==> src/design/hpack_field_representation_parser_defines.svh <==
// ---------------------------------------------------------------------------
// HPACK field parser assertion macros
// Concurrent assertion forms used by the parser decoder.
// ---------------------------------------------------------------------------
`ifndef HPACK_FIELD_REPRESENTATION_PARSER_DEFINES_SVH
`define HPACK_FIELD_REPRESENTATION_PARSER_DEFINES_SVH

// Same-cycle implication, disabled while reset is asserted.
`define HFP_ASSERT_NOW(label, clk, rst_n, ante, cons, msg) \
  label: assert property (@(posedge clk) disable iff (!rst_n) (ante) |-> (cons)) \
    else $error(msg);

// Next-cycle implication, disabled while reset is asserted.
`define HFP_ASSERT_NEXT(label, clk, rst_n, ante, cons, msg) \
  label: assert property (@(posedge clk) disable iff (!rst_n) (ante) |=> (cons)) \
    else $error(msg);

`endif

==> src/design/hfp_pkg.sv <==
// ---------------------------------------------------------------------------
// HPACK field parser package
// Token codes, parser phases and the structs passed between the stages.
// ---------------------------------------------------------------------------
`timescale 1ns / 1ps

package hfp_pkg;

  localparam int VALUE_W = 32;

  // Representation kind reported with every token.
  typedef enum logic [2:0] {
    KIND_INDEXED     = 3'd0,
    KIND_SIZE_UPDATE = 3'd1,
    KIND_INCREMENTAL = 3'd2,
    KIND_WITHOUT_IDX = 3'd3,
    KIND_NEVER_IDX   = 3'd4
  } kind_t;

  // Token type.
  typedef enum logic [2:0] {
    ITEM_INDEX      = 3'd0,
    ITEM_NAME_LEN   = 3'd1,
    ITEM_NAME_BYTE  = 3'd2,
    ITEM_VALUE_LEN  = 3'd3,
    ITEM_VALUE_BYTE = 3'd4,
    ITEM_ERROR      = 3'd5
  } item_t;

  // Error code carried by error tokens.
  typedef enum logic [1:0] {
    ERR_NONE     = 2'd0,
    ERR_OVERFLOW = 2'd1,
    ERR_TRUNC    = 2'd2
  } err_t;

  // Parser position inside a representation.
  typedef enum logic [2:0] {
    PH_START      = 3'd0,
    PH_IDX_CONT   = 3'd1,
    PH_NLEN_FIRST = 3'd2,
    PH_NLEN_CONT  = 3'd3,
    PH_NAME_DATA  = 3'd4,
    PH_VLEN_FIRST = 3'd5,
    PH_VLEN_CONT  = 3'd6,
    PH_VALUE_DATA = 3'd7
  } phase_t;

  // One input byte of the header block.
  typedef struct packed {
    logic [7:0] byte_req;
    logic       block_end;
  } hfp_byte_t;

  // One output token.
  typedef struct packed {
    kind_t               kind;
    item_t               item;
    logic [VALUE_W-1:0]  value;
    logic                huffman;
    logic [7:0]          data_byte;
    logic                last;
    err_t                error;
  } hfp_token_t;

endpackage

==> src/design/hfp_in_stage.sv <==
// ---------------------------------------------------------------------------
// HPACK field parser input stage
// Registers one header byte and hands it to the decoder.
// ---------------------------------------------------------------------------
`timescale 1ns / 1ps

module hfp_in_stage (
  input  logic              clk,
  input  logic              rst_n,
  input  logic              in_valid,
  output logic              in_ready,
  input  hfp_pkg::hfp_byte_t in_data,
  input  logic              adv,
  output logic              s_valid,
  output hfp_pkg::hfp_byte_t s_data
);

  logic               valid_r;
  logic               valid_nxt;
  hfp_pkg::hfp_byte_t data_r;
  logic               load;
  logic               take;

  // The held item leaves when the decoder steps; a new one may enter in the same cycle.
  assign take     = valid_r && adv;
  assign in_ready = !valid_r || adv;
  assign load     = in_valid && in_ready;

  always_comb begin
    valid_nxt = valid_r;
    if (load) begin
      valid_nxt = 1'b1;
    end else if (take) begin
      valid_nxt = 1'b0;
    end
  end

  always_ff @(posedge clk) begin
    if (!rst_n) begin
      valid_r <= 1'b0;
    end else begin
      valid_r <= valid_nxt;
    end
  end

  // Payload register, no reset needed.
  always_ff @(posedge clk) begin
    if (load) begin
      data_r <= in_data;
    end
  end

  assign s_valid = valid_r;
  assign s_data  = data_r;

endmodule

==> src/design/hfp_decoder.sv <==
// ---------------------------------------------------------------------------
// HPACK field parser decoder
// Classifies representations, accumulates prefixed integers and tracks
// string lengths; produces at most one token for each byte.
// ---------------------------------------------------------------------------
`timescale 1ns / 1ps
`include "hpack_field_representation_parser_defines.svh"

module hfp_decoder #(
  parameter int INT_WIDTH = 32
) (
  input  logic                clk,
  input  logic                rst_n,
  input  logic                s_valid,
  input  hfp_pkg::hfp_byte_t  s_data,
  input  logic                adv,
  output logic                tok_fire,
  output hfp_pkg::hfp_token_t tok
);

  localparam int ACC_W = (INT_WIDTH >= 32) ? 32 : INT_WIDTH;
  // A nonzero 7-bit group shifted by at most 31, plus a carry.
  localparam int SUM_W = 39;

  hfp_pkg::phase_t     phase_r, phase_step, phase_nxt;
  hfp_pkg::kind_t      kind_r, kind_nxt, kind_start, kind_cur;
  logic [ACC_W-1:0]    acc_r, acc_nxt, acc_add, bl_r, bl_nxt, bl_dec, int_val;
  logic [5:0]          shift_r, shift_nxt, shift_sat;
  logic [6:0]          shift_sum;
  logic                huff_r, huff_nxt, huff_cur;
  logic                hold_r, hold_nxt;

  logic [7:0]          b;
  logic                blk_end;
  logic                step;
  logic [6:0]          start_v;
  logic                start_full;
  logic                len_full;
  logic [6:0]          chunk;
  logic [SUM_W-1:0]    acc_ext, shifted, sum;
  logic                ovf_raw, ovf_ev;
  logic                is_cont, is_idx, is_name;
  logic                int_fire;
  logic                kind_short;
  hfp_pkg::phase_t     done_phase;
  logic                trunc;
  logic                tok_valid;
  logic [hfp_pkg::VALUE_W-1:0] int_val32;

  assign b       = s_data.byte_req;
  assign blk_end = s_data.block_end;
  assign step    = s_valid && adv;

  // First byte of a representation: kind and integer prefix.
  always_comb begin
    start_v    = 7'd0;
    start_full = 1'b0;
    priority if (b[7]) begin
      kind_start = hfp_pkg::KIND_INDEXED;
      start_v    = b[6:0];
      start_full = (b[6:0] == 7'h7f);
    end else if (b[6]) begin
      kind_start = hfp_pkg::KIND_INCREMENTAL;
      start_v    = {1'b0, b[5:0]};
      start_full = (b[5:0] == 6'h3f);
    end else if (b[5]) begin
      kind_start = hfp_pkg::KIND_SIZE_UPDATE;
      start_v    = {2'b0, b[4:0]};
      start_full = (b[4:0] == 5'h1f);
    end else if (b[4]) begin
      kind_start = hfp_pkg::KIND_NEVER_IDX;
      start_v    = {3'b0, b[3:0]};
      start_full = (b[3:0] == 4'hf);
    end else begin
      kind_start = hfp_pkg::KIND_WITHOUT_IDX;
      start_v    = {3'b0, b[3:0]};
      start_full = (b[3:0] == 4'hf);
    end
  end

  assign kind_cur   = (phase_r == hfp_pkg::PH_START) ? kind_start : kind_r;
  assign kind_short = (kind_cur == hfp_pkg::KIND_INDEXED) ||
                      (kind_cur == hfp_pkg::KIND_SIZE_UPDATE);
  assign len_full   = (b[6:0] == 7'h7f);
  assign huff_cur   = ((phase_r == hfp_pkg::PH_NLEN_FIRST) ||
                       (phase_r == hfp_pkg::PH_VLEN_FIRST)) ? b[7] : huff_r;

  // Continuation byte: shift-add of one 7-bit group with overflow check.
  assign chunk   = b[6:0];
  always_comb begin
    acc_ext             = '0;
    acc_ext[ACC_W-1:0]  = acc_r;
    shifted             = SUM_W'(chunk) << shift_r[4:0];
    sum                 = acc_ext + shifted;
  end
  assign ovf_raw   = shift_r[5] || (|sum[SUM_W-1:ACC_W]);
  assign acc_add   = (chunk != 7'd0) ? sum[ACC_W-1:0] : acc_r;
  assign shift_sum = {1'b0, shift_r} + 7'd7;
  assign shift_sat = shift_sum[6] ? 6'd63 : shift_sum[5:0];

  assign is_cont = (phase_r == hfp_pkg::PH_IDX_CONT) ||
                   (phase_r == hfp_pkg::PH_NLEN_CONT) ||
                   (phase_r == hfp_pkg::PH_VLEN_CONT);
  assign is_idx  = (phase_r == hfp_pkg::PH_START) || (phase_r == hfp_pkg::PH_IDX_CONT);
  assign is_name = (phase_r == hfp_pkg::PH_NLEN_FIRST) || (phase_r == hfp_pkg::PH_NLEN_CONT);
  assign ovf_ev  = !hold_r && is_cont && (chunk != 7'd0) && ovf_raw;

  // Completed integer and the place it leads to.
  always_comb begin
    int_val  = '0;
    int_fire = 1'b0;
    if (phase_r == hfp_pkg::PH_START) begin
      int_val[6:0] = start_v;
      int_fire     = !start_full;
    end else if ((phase_r == hfp_pkg::PH_NLEN_FIRST) ||
                 (phase_r == hfp_pkg::PH_VLEN_FIRST)) begin
      int_val[6:0] = b[6:0];
      int_fire     = !len_full;
    end else if (is_cont) begin
      int_val  = acc_add;
      int_fire = !ovf_ev && !b[7];
    end
  end

  always_comb begin
    int_val32              = '0;
    int_val32[ACC_W-1:0]   = int_val;
  end

  always_comb begin
    if (is_idx) begin
      if (kind_short) begin
        done_phase = hfp_pkg::PH_START;
      end else if (int_val == '0) begin
        done_phase = hfp_pkg::PH_NLEN_FIRST;
      end else begin
        done_phase = hfp_pkg::PH_VLEN_FIRST;
      end
    end else if (is_name) begin
      done_phase = (int_val != '0) ? hfp_pkg::PH_NAME_DATA : hfp_pkg::PH_VLEN_FIRST;
    end else begin
      done_phase = (int_val != '0) ? hfp_pkg::PH_VALUE_DATA : hfp_pkg::PH_START;
    end
  end

  assign bl_dec = (bl_r != '0) ? (bl_r - ACC_W'(1)) : bl_r;

  // Next state.
  always_comb begin
    phase_step = phase_r;
    kind_nxt   = kind_r;
    acc_nxt    = acc_r;
    shift_nxt  = shift_r;
    bl_nxt     = bl_r;
    huff_nxt   = huff_r;
    hold_nxt   = hold_r;
    if (hold_r) begin
      // Dropping bytes after an overflow until the block ends.
      if (blk_end) begin
        hold_nxt   = 1'b0;
        phase_step = hfp_pkg::PH_START;
      end
    end else begin
      unique case (phase_r)
        hfp_pkg::PH_START: begin
          kind_nxt = kind_start;
          if (start_full) begin
            acc_nxt        = '0;
            acc_nxt[6:0]   = start_v;
            shift_nxt      = 6'd0;
            phase_step     = hfp_pkg::PH_IDX_CONT;
          end else begin
            phase_step = done_phase;
          end
        end
        hfp_pkg::PH_NLEN_FIRST, hfp_pkg::PH_VLEN_FIRST: begin
          huff_nxt = b[7];
          if (len_full) begin
            acc_nxt      = '0;
            acc_nxt[6:0] = 7'h7f;
            shift_nxt    = 6'd0;
            phase_step   = (phase_r == hfp_pkg::PH_NLEN_FIRST) ?
                           hfp_pkg::PH_NLEN_CONT : hfp_pkg::PH_VLEN_CONT;
          end else begin
            phase_step = done_phase;
            bl_nxt     = int_val;
          end
        end
        hfp_pkg::PH_IDX_CONT, hfp_pkg::PH_NLEN_CONT, hfp_pkg::PH_VLEN_CONT: begin
          if (ovf_ev) begin
            phase_step = hfp_pkg::PH_START;
            hold_nxt   = !blk_end;
          end else begin
            acc_nxt = acc_add;
            if (b[7]) begin
              shift_nxt = shift_sat;
            end else begin
              phase_step = done_phase;
              if (!is_idx) begin
                bl_nxt = int_val;
              end
            end
          end
        end
        hfp_pkg::PH_NAME_DATA: begin
          bl_nxt = bl_dec;
          if (bl_dec == '0) begin
            phase_step = hfp_pkg::PH_VLEN_FIRST;
          end
        end
        hfp_pkg::PH_VALUE_DATA: begin
          bl_nxt = bl_dec;
          if (bl_dec == '0) begin
            phase_step = hfp_pkg::PH_START;
          end
        end
      endcase
    end
  end

  // A block that ends inside a representation restarts the parser.
  assign trunc     = !hold_r && blk_end && (phase_step != hfp_pkg::PH_START);
  assign phase_nxt = trunc ? hfp_pkg::PH_START : phase_step;

  // Token for this byte.
  always_comb begin
    tok_valid     = 1'b0;
    tok.kind      = kind_cur;
    tok.item      = hfp_pkg::ITEM_INDEX;
    tok.value     = '0;
    tok.huffman   = 1'b0;
    tok.data_byte = 8'd0;
    tok.last      = 1'b0;
    tok.error     = hfp_pkg::ERR_NONE;
    if (!hold_r) begin
      unique case (phase_r)
        hfp_pkg::PH_NAME_DATA: begin
          tok_valid     = 1'b1;
          tok.item      = hfp_pkg::ITEM_NAME_BYTE;
          tok.data_byte = b;
        end
        hfp_pkg::PH_VALUE_DATA: begin
          tok_valid     = 1'b1;
          tok.item      = hfp_pkg::ITEM_VALUE_BYTE;
          tok.data_byte = b;
          tok.last      = (bl_dec == '0);
        end
        default: begin
          if (ovf_ev) begin
            tok_valid = 1'b1;
            tok.item  = hfp_pkg::ITEM_ERROR;
            tok.last  = 1'b1;
            tok.error = hfp_pkg::ERR_OVERFLOW;
          end else if (int_fire) begin
            tok_valid = 1'b1;
            tok.value = int_val32;
            if (is_idx) begin
              tok.item = hfp_pkg::ITEM_INDEX;
              tok.last = kind_short;
            end else if (is_name) begin
              tok.item    = hfp_pkg::ITEM_NAME_LEN;
              tok.huffman = huff_cur;
            end else begin
              tok.item    = hfp_pkg::ITEM_VALUE_LEN;
              tok.huffman = huff_cur;
              tok.last    = (int_val == '0);
            end
          end
        end
      endcase
      if (trunc) begin
        tok_valid     = 1'b1;
        tok.item      = hfp_pkg::ITEM_ERROR;
        tok.value     = '0;
        tok.huffman   = 1'b0;
        tok.data_byte = 8'd0;
        tok.last      = 1'b1;
        tok.error     = hfp_pkg::ERR_TRUNC;
      end
    end
  end

  assign tok_fire = step && tok_valid;

  // Parser state, advanced once per byte.
  always_ff @(posedge clk) begin
    if (!rst_n) begin
      phase_r <= hfp_pkg::PH_START;
      kind_r  <= hfp_pkg::KIND_INDEXED;
      acc_r   <= '0;
      shift_r <= 6'd0;
      bl_r    <= '0;
      huff_r  <= 1'b0;
      hold_r  <= 1'b0;
    end else if (step) begin
      phase_r <= phase_nxt;
      kind_r  <= kind_nxt;
      acc_r   <= acc_nxt;
      shift_r <= shift_nxt;
      bl_r    <= bl_nxt;
      huff_r  <= huff_nxt;
      hold_r  <= hold_nxt;
    end
  end

  // Error tokens always close a representation.
  `HFP_ASSERT_NOW(a_err_closes, clk, rst_n, tok_fire && (tok.error != hfp_pkg::ERR_NONE), tok.last && (tok.item == hfp_pkg::ITEM_ERROR), "error token without last")
  // While bytes are being dropped the parser waits at a representation start.
  `HFP_ASSERT_NOW(a_hold_start, clk, rst_n, hold_r, phase_r == hfp_pkg::PH_START, "drop mode outside representation start")
  // An overflow before the block end enters drop mode.
  `HFP_ASSERT_NEXT(a_ovf_hold, clk, rst_n, step && ovf_ev && !blk_end, hold_r, "overflow did not enter drop mode")

endmodule

==> src/design/hfp_out_reg.sv <==
// ---------------------------------------------------------------------------
// HPACK field parser output register
// Holds one token until the receiver takes it.
// ---------------------------------------------------------------------------
`timescale 1ns / 1ps

module hfp_out_reg (
  input  logic                clk,
  input  logic                rst_n,
  input  logic                tok_fire,
  input  hfp_pkg::hfp_token_t tok,
  output logic                adv,
  output logic                out_valid,
  input  logic                out_ready,
  output hfp_pkg::hfp_token_t out_tok
);

  logic                valid_r;
  logic                valid_nxt;
  hfp_pkg::hfp_token_t tok_r;

  // The decoder may step whenever this register is empty or is being emptied.
  assign adv = !valid_r || out_ready;

  always_comb begin
    valid_nxt = valid_r;
    if (tok_fire) begin
      valid_nxt = 1'b1;
    end else if (out_ready) begin
      valid_nxt = 1'b0;
    end
  end

  always_ff @(posedge clk) begin
    if (!rst_n) begin
      valid_r <= 1'b0;
    end else begin
      valid_r <= valid_nxt;
    end
  end

  always_ff @(posedge clk) begin
    if (tok_fire) begin
      tok_r <= tok;
    end
  end

  assign out_valid = valid_r;
  assign out_tok   = tok_r;

endmodule

==> src/design/hpack_field_representation_parser.sv <==
// ---------------------------------------------------------------------------
// HPACK header field representation parser
// Streams an encoded header block one byte per item and emits tokens.
// ---------------------------------------------------------------------------
// Usage:
//   The input channel takes one byte of the header block per item, with
//   in_block_end set on the final byte. The output channel returns zero or
//   one token per byte: index or table size, string lengths with their
//   Huffman flag, raw string bytes, or an error token (integer overflow or
//   block truncated inside a representation).
//   Both channels use valid/ready. A byte passes through an input register
//   and is decoded into an output register, which presents its token.
//   One byte is taken every cycle while the receiver does not stall the
//   output register; the integer shift-add, length countdown and token
//   selection fit between those two registers.
//   When the receiver stalls, the output register holds its token and the
//   input register holds the next byte, after which in_ready drops.
//   Synchronous reset (rst_n low) empties both registers and returns the
//   parser to the start of a representation with drop mode cleared.
//   INT_WIDTH (16..64) sets the integer limit, min(INT_WIDTH, 32) bits.
// ---------------------------------------------------------------------------
`timescale 1ns / 1ps

module hpack_field_representation_parser #(
  parameter int INT_WIDTH = 32
) (
  input  logic        clk,
  input  logic        rst_n,
  input  logic        in_valid,
  output logic        in_ready,
  input  logic [7:0]  in_byte_req,
  input  logic        in_block_end,
  output logic        out_valid,
  input  logic        out_ready,
  output logic [2:0]  out_kind,
  output logic [2:0]  out_item,
  output logic [31:0] out_value,
  output logic        out_huffman,
  output logic [7:0]  out_data_byte,
  output logic        out_last,
  output logic [1:0]  out_error
);

  hfp_pkg::hfp_byte_t  in_data;
  hfp_pkg::hfp_byte_t  s_data;
  hfp_pkg::hfp_token_t tok;
  hfp_pkg::hfp_token_t out_tok;
  logic                s_valid;
  logic                adv;
  logic                tok_fire;

  assign in_data.byte_req  = in_byte_req;
  assign in_data.block_end = in_block_end;

  // Input register.
  hfp_in_stage u_in_stage (
    .clk      (clk),
    .rst_n    (rst_n),
    .in_valid (in_valid),
    .in_ready (in_ready),
    .in_data  (in_data),
    .adv      (adv),
    .s_valid  (s_valid),
    .s_data   (s_data)
  );

  // Representation decoder and parser state.
  hfp_decoder #(
    .INT_WIDTH (INT_WIDTH)
  ) u_decoder (
    .clk      (clk),
    .rst_n    (rst_n),
    .s_valid  (s_valid),
    .s_data   (s_data),
    .adv      (adv),
    .tok_fire (tok_fire),
    .tok      (tok)
  );

  // Output register.
  hfp_out_reg u_out_reg (
    .clk       (clk),
    .rst_n     (rst_n),
    .tok_fire  (tok_fire),
    .tok       (tok),
    .adv       (adv),
    .out_valid (out_valid),
    .out_ready (out_ready),
    .out_tok   (out_tok)
  );

  assign out_kind      = out_tok.kind;
  assign out_item      = out_tok.item;
  assign out_value     = out_tok.value;
  assign out_huffman   = out_tok.huffman;
  assign out_data_byte = out_tok.data_byte;
  assign out_last      = out_tok.last;
  assign out_error     = out_tok.error;

endmodule

==> config.mk <==
export PLATFORM = sky130hd
export DESIGN_NAME = hpack_field_representation_parser
export DESIGN_NICKNAME = d
export VERILOG_FILES = /design/src/design/hfp_pkg.sv /design/src/design/hfp_in_stage.sv /design/src/design/hfp_decoder.sv /design/src/design/hfp_out_reg.sv /design/src/design/hpack_field_representation_parser.sv
export VERILOG_INCLUDE_DIRS = /design/src /design/src/design
export SDC_FILE = /design/constraint.sdc
export NUM_CORES = 1
export LEC_CHECK = 0
export BUFFER_PORTS_ARGS = -buffer_cell sky130_fd_sc_hd__buf_4
export CAP_MARGIN = 5
export CORE_MARGIN = 3
export CORE_UTILIZATION = 38
export CTS_CLUSTER_DIAMETER = 30
export DETAILED_ROUTE_END_ITERATION = 10
export GPL_ROUTABILITY_DRIVEN = 0
export PLACE_DENSITY = 0.62
export SLEW_MARGIN = 0
export SYNTH_ARGS = -nofsm -noshare
export SYNTH_HDL_FRONTEND = slang
export SYNTH_SLANG_ARGS = --single-unit
==> constraint.sdc <==
create_clock -name clk -period 13.7 [get_ports clk]
set_input_delay 2.74 -clock clk [delete_from_list [all_inputs] [get_ports clk]]
set_output_delay 2.74 -clock clk [all_outputs]
set_load 0.005 [all_outputs]
# == Word level (Yosys, flattened, before mapping) ==
# Cells that the tools add are included.
# word_totals
word_cells,182
out_inout_bits,52
input_bits,13
regBits,139
# op_classes
addsub,3
eq_ne,19
n_reduce_logical,52
n_mux,84
bitwise,3
shifts,1
# ops
cell,n
$mux 32,10
$pmux 32 s3,2
$mux 33,2
$logic_not 32->1,2
$reduce_bool 32->1,2
$mux 3,21
$mux 25,2
$mux 47,1
$add 32x39->39,1
$shl 7x5->39,1
$mux 36,1
$sub 32x1->32 const B,1
$mux 6,5
$mux 7,4
$mux 1,27
$pmux 6 s3,1
$pmux 3 s5,1
$reduce_and 7->1,2
$reduce_or 7->1,2
$eq 3x3->1 const B,4
$ne 2x2->1 const B,5
$logic_and 1x1->1,9
$logic_or 1x1->1,9
$reduce_bool 3->1,3
other kinds (25),44

# == Logic depth before layout (Yosys ltp) ==
# logic_depth
ltp_word,20
mapped_depth,33
depth_no_buf,28

# == Modules after synthesis ==
# From an unflattened synthesis, not the netlist that was laid out.
# unflattened
cells_unflattened,1402
hier_area_um2,11018.1
# modules_own_cells
module,area_each_um2,cells_per_inst,seq_area_each_um2,instances
hfp_decoder,9140.0,1334,1561.5,1
hfp_out_reg,1550.2,54,1521.5,1
hfp_in_stage,327.8,14,290.3,1

# == Least setup slack after synthesis ==
# OpenSTA, ideal clock, no wires.
# synth_timing
kind,reg2reg
from,reg u_decoder.shift_r[1]
to,"reg u_out_reg.tok_r, in the netlist u_out_reg.out_tok[0], enable pin"
path_buffers,2
t_arrival_ns,7.912
setup_time_ns,0.474
stages_incl_launch_ff,27
synth_period_minus_slack_ns,8.386
t_required_ns,13.226
path_slack_ns,5.314
cell_sequence,dfxtp_1 > clkbuf_1 > clkbuf_1 > mux2_2 > o21ai_0 > or2_2 > nor2_1 > ha_1 > and2_1 > a221o_1 > o2111ai_1 > nand3b_1 > and3_1 > a211o_1 > nor4_1 > nor4bb_1 > nand2_1 > ha_1 > a21o_1 > a21oi_1 > nor2_1 > mux2_4 > o211ai_2 > a22oi_2 > o22ai_1 > o22ai_1 > a21oi_1
# synth_between
elab_chain_len,19
elab_cells_between_ends,38
classes_between,1 x add/sub; 1 x shift; 26 x mux; 10 x reduce/logical
# synth_rtl
element,line_no,rtl
start: declaration,hfp_decoder.sv:28,"logic [5:0] shift_r, shift_nxt, shift_sat;"
start signal: assignment,hfp_decoder.sv:299,shift_r <= shift_nxt;
$shl 7x5->39 (*),hfp_decoder.sv:93,shifted = SUM_W'(chunk) << shift_r[4:0];
$add 32x39->39 (*),hfp_decoder.sv:94,sum = acc_ext + shifted;
$mux 32,hfp_decoder.sv:97,assign acc_add = (chunk != 7'd0) ? sum[ACC_W-1:0] : acc_r;
$mux 32,hfp_decoder.sv:119,end else if (is_cont) begin
$mux 7 or $mux 25 (tied branches),hfp_decoder.sv:115,end else if ((phase_r == hfp_pkg::PH_NLEN_FIRST) ||
$mux 7 or $mux 25 (tied branches),hfp_decoder.sv:112,if (phase_r == hfp_pkg::PH_START) begin
$reduce_bool 32->1 or $logic_not 32->1 (tied branches),"hfp_decoder.sv:140, hfp_decoder.sv:142, hfp_decoder.sv:134",
"$mux 3, or another cell as far along",hfp_decoder.sv:142,done_phase = (int_val != '0) ? hfp_pkg::PH_VALUE_DATA : hfp_pkg::PH_START;
(+4 left out),--,
$pmux 3 s5,hfp_decoder.sv:164,unique case (phase_r)
$mux 3,hfp_decoder.sv:157,if (hold_r) begin
$reduce_bool 3->1,hfp_decoder.sv:222,assign trunc = !hold_r && blk_end && (phase_step != hfp_pkg::PH_START);
$logic_and 1x1->1,hfp_decoder.sv:222,
$mux 1 (*),hfp_decoder.sv:271,if (trunc) begin
$mux 1 (*),hfp_decoder.sv:235,if (!hold_r) begin
$logic_and 1x1->1 (*),hfp_decoder.sv:283,assign tok_fire = step && tok_valid;
net tok_fire,hpack_field_representation_parser.sv:50,logic tok_fire;
end signal: assignment,hfp_out_reg.sv:44,tok_r <= tok;
end: declaration,hfp_out_reg.sv:20,hfp_pkg::hfp_token_t tok_r;
# The timed path passes the listed nets; every way through them passes the cells marked *.
# A chain may end at the register's enable or synchronous reset.

# == Worst setup path after layout ==
# layout_timing
from,reg u_decoder.shift_r[0]
to,"reg u_out_reg.tok_r, in the netlist u_out_reg.out_tok[48], enable pin"
# The elaborated chain is that of the path after synthesis.

==> impl_summary.md <==
Status
The run finished with clean final reports.

Die
The effective utilization at floorplan is 0.3922. Measured along the x axis, the die boundary spans 176.9 µm. In this run the count of I/O pins placed on the die edge is 65. The total number of placement rows is 61.

The die is 176.9 µm tall. The die covers 31,310 µm². The area of the placeable core is 28,320 µm².

Detailed routing
The number of DRC markers after the initial detailed-route iteration is 1,320. In the routed layout, each cell is associated on average with a via count of 6.228. Once detail routing completed, the nets flagged for antenna violations numbered 0. The first-pass detailed-route iteration total is 6. Dividing the detail-routed wire length by the instance count gives 20.64 µm. The total detailed-routing wirelength is 36,830 µm. The overall via count from detail_route is 11,110. In the routed design, unresolved DRC markers number 0.

Yosys
The flip-flop cell with the highest count after synthesis is dfxtp_1. The most frequently used cell type in the post-synthesis netlist is nand2_1. In this run, synthesis produced a sequential element count of 139.

By count the netlist is led by nand2_1 (151), nor2_1 (125), o21ai_0 (99). The share of the Yosys chip area taken by registers is 0.3038. The mapped cell area is 11,100 µm². Yosys mapped a number of flops with a built-in enable equal to 59. The mean cell area of the mapped netlist is 7.972 µm². When the netlist entered floorplanning its net count stood at 1,446. The share of the synthesized area in the top cell type is 0.1595. The number of warnings issued by yosys is 0. After synthesis, the cell types taking the most area are edfxtp_1 (16%), dfxtp_1 (14%), nand2_1 (5.1%), o21ai_0 (4.5%), ha_1 (4.4%). The number of distinct standard cells referenced by the synthesized netlist is 89. The top cell type by total area after synthesis is edfxtp_1.

After synthesis, the share of flip-flops with an asynchronous set or reset is 0. Counting every instance in the synthesized netlist gives 1,393.

Worst setup path
The reg-to-reg startpoint is u_decoder.shift_r[0]. The start point of the critical path is u_decoder.shift_r[0]. At the worst endpoint, the arrival time is 8640 ps.

The slowest cell on the critical path is a21oi_4. In this run the worst path has a maximum fanout of 29. The nature of the critical path endpoint is a flop. The worst setup path is of the flop to flop kind. The kind of launch point of the worst setup path is a flop.

On the worst path, the slowest cell contributes a delay of 710 ps. The required time of the critical path is 13,800 ps. By instance count, the cell type seen most on the critical path is nor2_1.

Global routing
Global routing finished with a remaining overflow of 0. The global routing usage on met3 is 0.04505. The fraction of met2 tracks used by global routing is 0.3601. Across every metal layer, demand over resource in global routing totals 0.2320. The first global-routing pass estimated 57,880 µm of wire. After global routing, the most crowded layer is met2. Entering global routing, the biggest net connects 82 pins. The number of antenna violations at the first check in global routing is 0. For met1 alone, demand over resource in global routing was 0.3229. The number of global-route vias before repair is 10,170.

Power and ir drop
For this design the ratio of total power to cell area is 86.87 nW/µm². The design internal power is 742.6 µW. IR analysis of the VDD net gives a maximum drop of 55.29 µV. Of the total power, the share spent switching nets is 0.3050. The switching power total is 325.9 µW. The clock power share is 0.398. The logic gate share of total power is 0.169. The relative contribution of sequential cells to total power is 0.433. The cell leakage power is 0.004684 µW.

CTS
Clock-pin slew was measured on the worst setup and hold paths at 70 ps. TritonCTS created 17 clock buffers. The cell sitting at the root of the clock tree is a clkbuf_16.

The clock latency on the worst-skew pair is 440 ps. The count of H-tree levels built during CTS is 4. In this run, post-CTS hold repair placed 0 buffers.

The maximum root-to-sink buffer count is 2. CTS saw 139 sinks. The number of setup buffers added after CTS is 0.

In this run, post-CTS repair resized a total of 0 instances. TritonCTS built the clock tree.

STA
Setup repair after global routing left no endpoint under its margin. Static timing analysis puts the maximum clock frequency at 0.1171 GHz. After layout, the minimum clock period comes to 8542 ps. The final max-slew violation count was 0. The setup skew after layout is 16.01 ps. The final setup TNS is 0 ps. The final-report setup violation count is 0. Of the available clock period, the critical path in the final layout requires 0.6235. The number of failing hold endpoints at the final stage is 0. Headroom to the max-slew limit came out at 0.2161. The minimum setup slack in the final design is 5158 ps.

For the pin with the worst max-slew slack, the measured transition is 1176 ps.

Run
Across the run, the number of max-cap violations was 0.

Placement
At the placement stage, the worst setup path has a slack of 5422 ps. In this run the cell area measured after placement is 11,770 µm². The number of placed cells counting well taps is 1,752. The placed wire-length estimate is 26,860 µm. The count of input and output buffers is 64.

Final layout
The post-synthesis to final-layout area growth is 10.77%. Fill cells in the final layout number 2,819. The number of cells in the finished layout apart from fillers is 1,784. For this run, the post-layout net count is 1,446. Measured on the finished design, the core utilization comes to 0.4344. 0 antenna diodes ended up in the layout. Of the cells placed in the final design, the portion with a size suffix greater than 1 is 0.1302. The post-layout instance area is 12,300 µm².

Hold path
The min-delay analysis places its worst path in the category flop to flop. The startpoint identified for the worst hold timing path is u_decoder.huff_r.
registers in the layout, summed over array words and instances, names as in the netlist:
register / count
u_out_reg.out_valid: 1
u_decoder.bl_r: 32
u_decoder.hold_r: 1
u_decoder.kind_r: 3
u_in_stage.s_valid: 1
u_decoder.phase_r: 3
u_decoder.huff_r: 1
u_out_reg.out_tok: 50
u_decoder.shift_r: 6
u_decoder.acc_r: 32
u_in_stage.s_data: 9
layout make-up:
type                            instances  area, µm²  area share
Sequential cell                       139       3374      0.2743
Clock inverter                         15      101.3    0.008239
Clock buffer                           17      425.4     0.03458
Multi-Input combinational cell       1133       7258      0.5901
Tap cell                              378      473.0     0.03845
Timing Repair Buffer                   76      570.5     0.04638
Inverter                               26      97.59    0.007934
final timing paths:
path                           endpoint  slack (ps)  depth (start not counted)
setup reg to reg  u_out_reg.out_tok[48]        5160                         27
hold reg to reg        u_decoder.huff_r         490                          2
hold / removal         u_decoder.huff_r         490                          2
setup / recovery  u_out_reg.out_tok[48]        5160                         27
cells by family after synthesis:
kind of cell	count (synthesis)	synth area share
flops	139	0.3038
buf+inv	121	0.04620
compound gates	439	0.2574
fa+ha+maj	40	0.04575
xor+xnor	14	0.01104
simple gates	592	0.2901
mux	48	0.04574
critical path: cells and delay by family, from the launching register on:
kind / cells / cell delay (ps)
adders and majority gates: 2 / 840
AOI/OAI and AO/OA: 11 / 2800
buffers and inverters: 1 / 480
and+or+nand+nor: 10 / 2310
DFF: 1 / 670
muxes: 3 / 1090
metal layers:
layer / part of all wire / vias up / wire [µm]
met1: 0.44 / 5278 / 16370
met2: 0.45 / 526 / 16400
met5: 0 / - / 0
li1: - / 5222 / -
met4: 0.033 / 0 / 1206
met3: 0.077 / 85 / 2848
power by group through the flow:
stage | Combinational (µW) | Sequential, µW | Clock [µW]
after CTS | 178 | 463 | 429
after detailed placement | 177 | 471 | 0
after global placement | 176 | 471 | 0
after global routing | 196 | 464 | 447
after floorplan | 130 | 464 | 0
final | 180 | 463 | 425
cells in the final DEF, fill, tap and decap left out, types with 23 or more instances in the layout:
cell type  count
dfxtp_1       79
a21oi_1       91
a21boi_1      26
nor2_1       124
nand2_1      151
edfxtp_1      59
o21ai_1       30
nor3_2        32
buf_4         76
nor2b_1       41
nor3_1        42
mux2i_1       38
nor4_1        23
inv_1         25
o21ai_0       98
ha_1          39
nand3_1       33
metrics by stage:
step / power (µW) / hold slack [ps]
2_1_floorplan: 593.5 / 444.1
3_3_place_gp: 647.0 / 462.7
3_5_place_dp: 648.0 / 477.9
4_1_cts: 1070 / 487.8
5_1_grt: 1106 / 517.5
6_report: 1069 / 488.3
(Power assumes the default switching activity.)
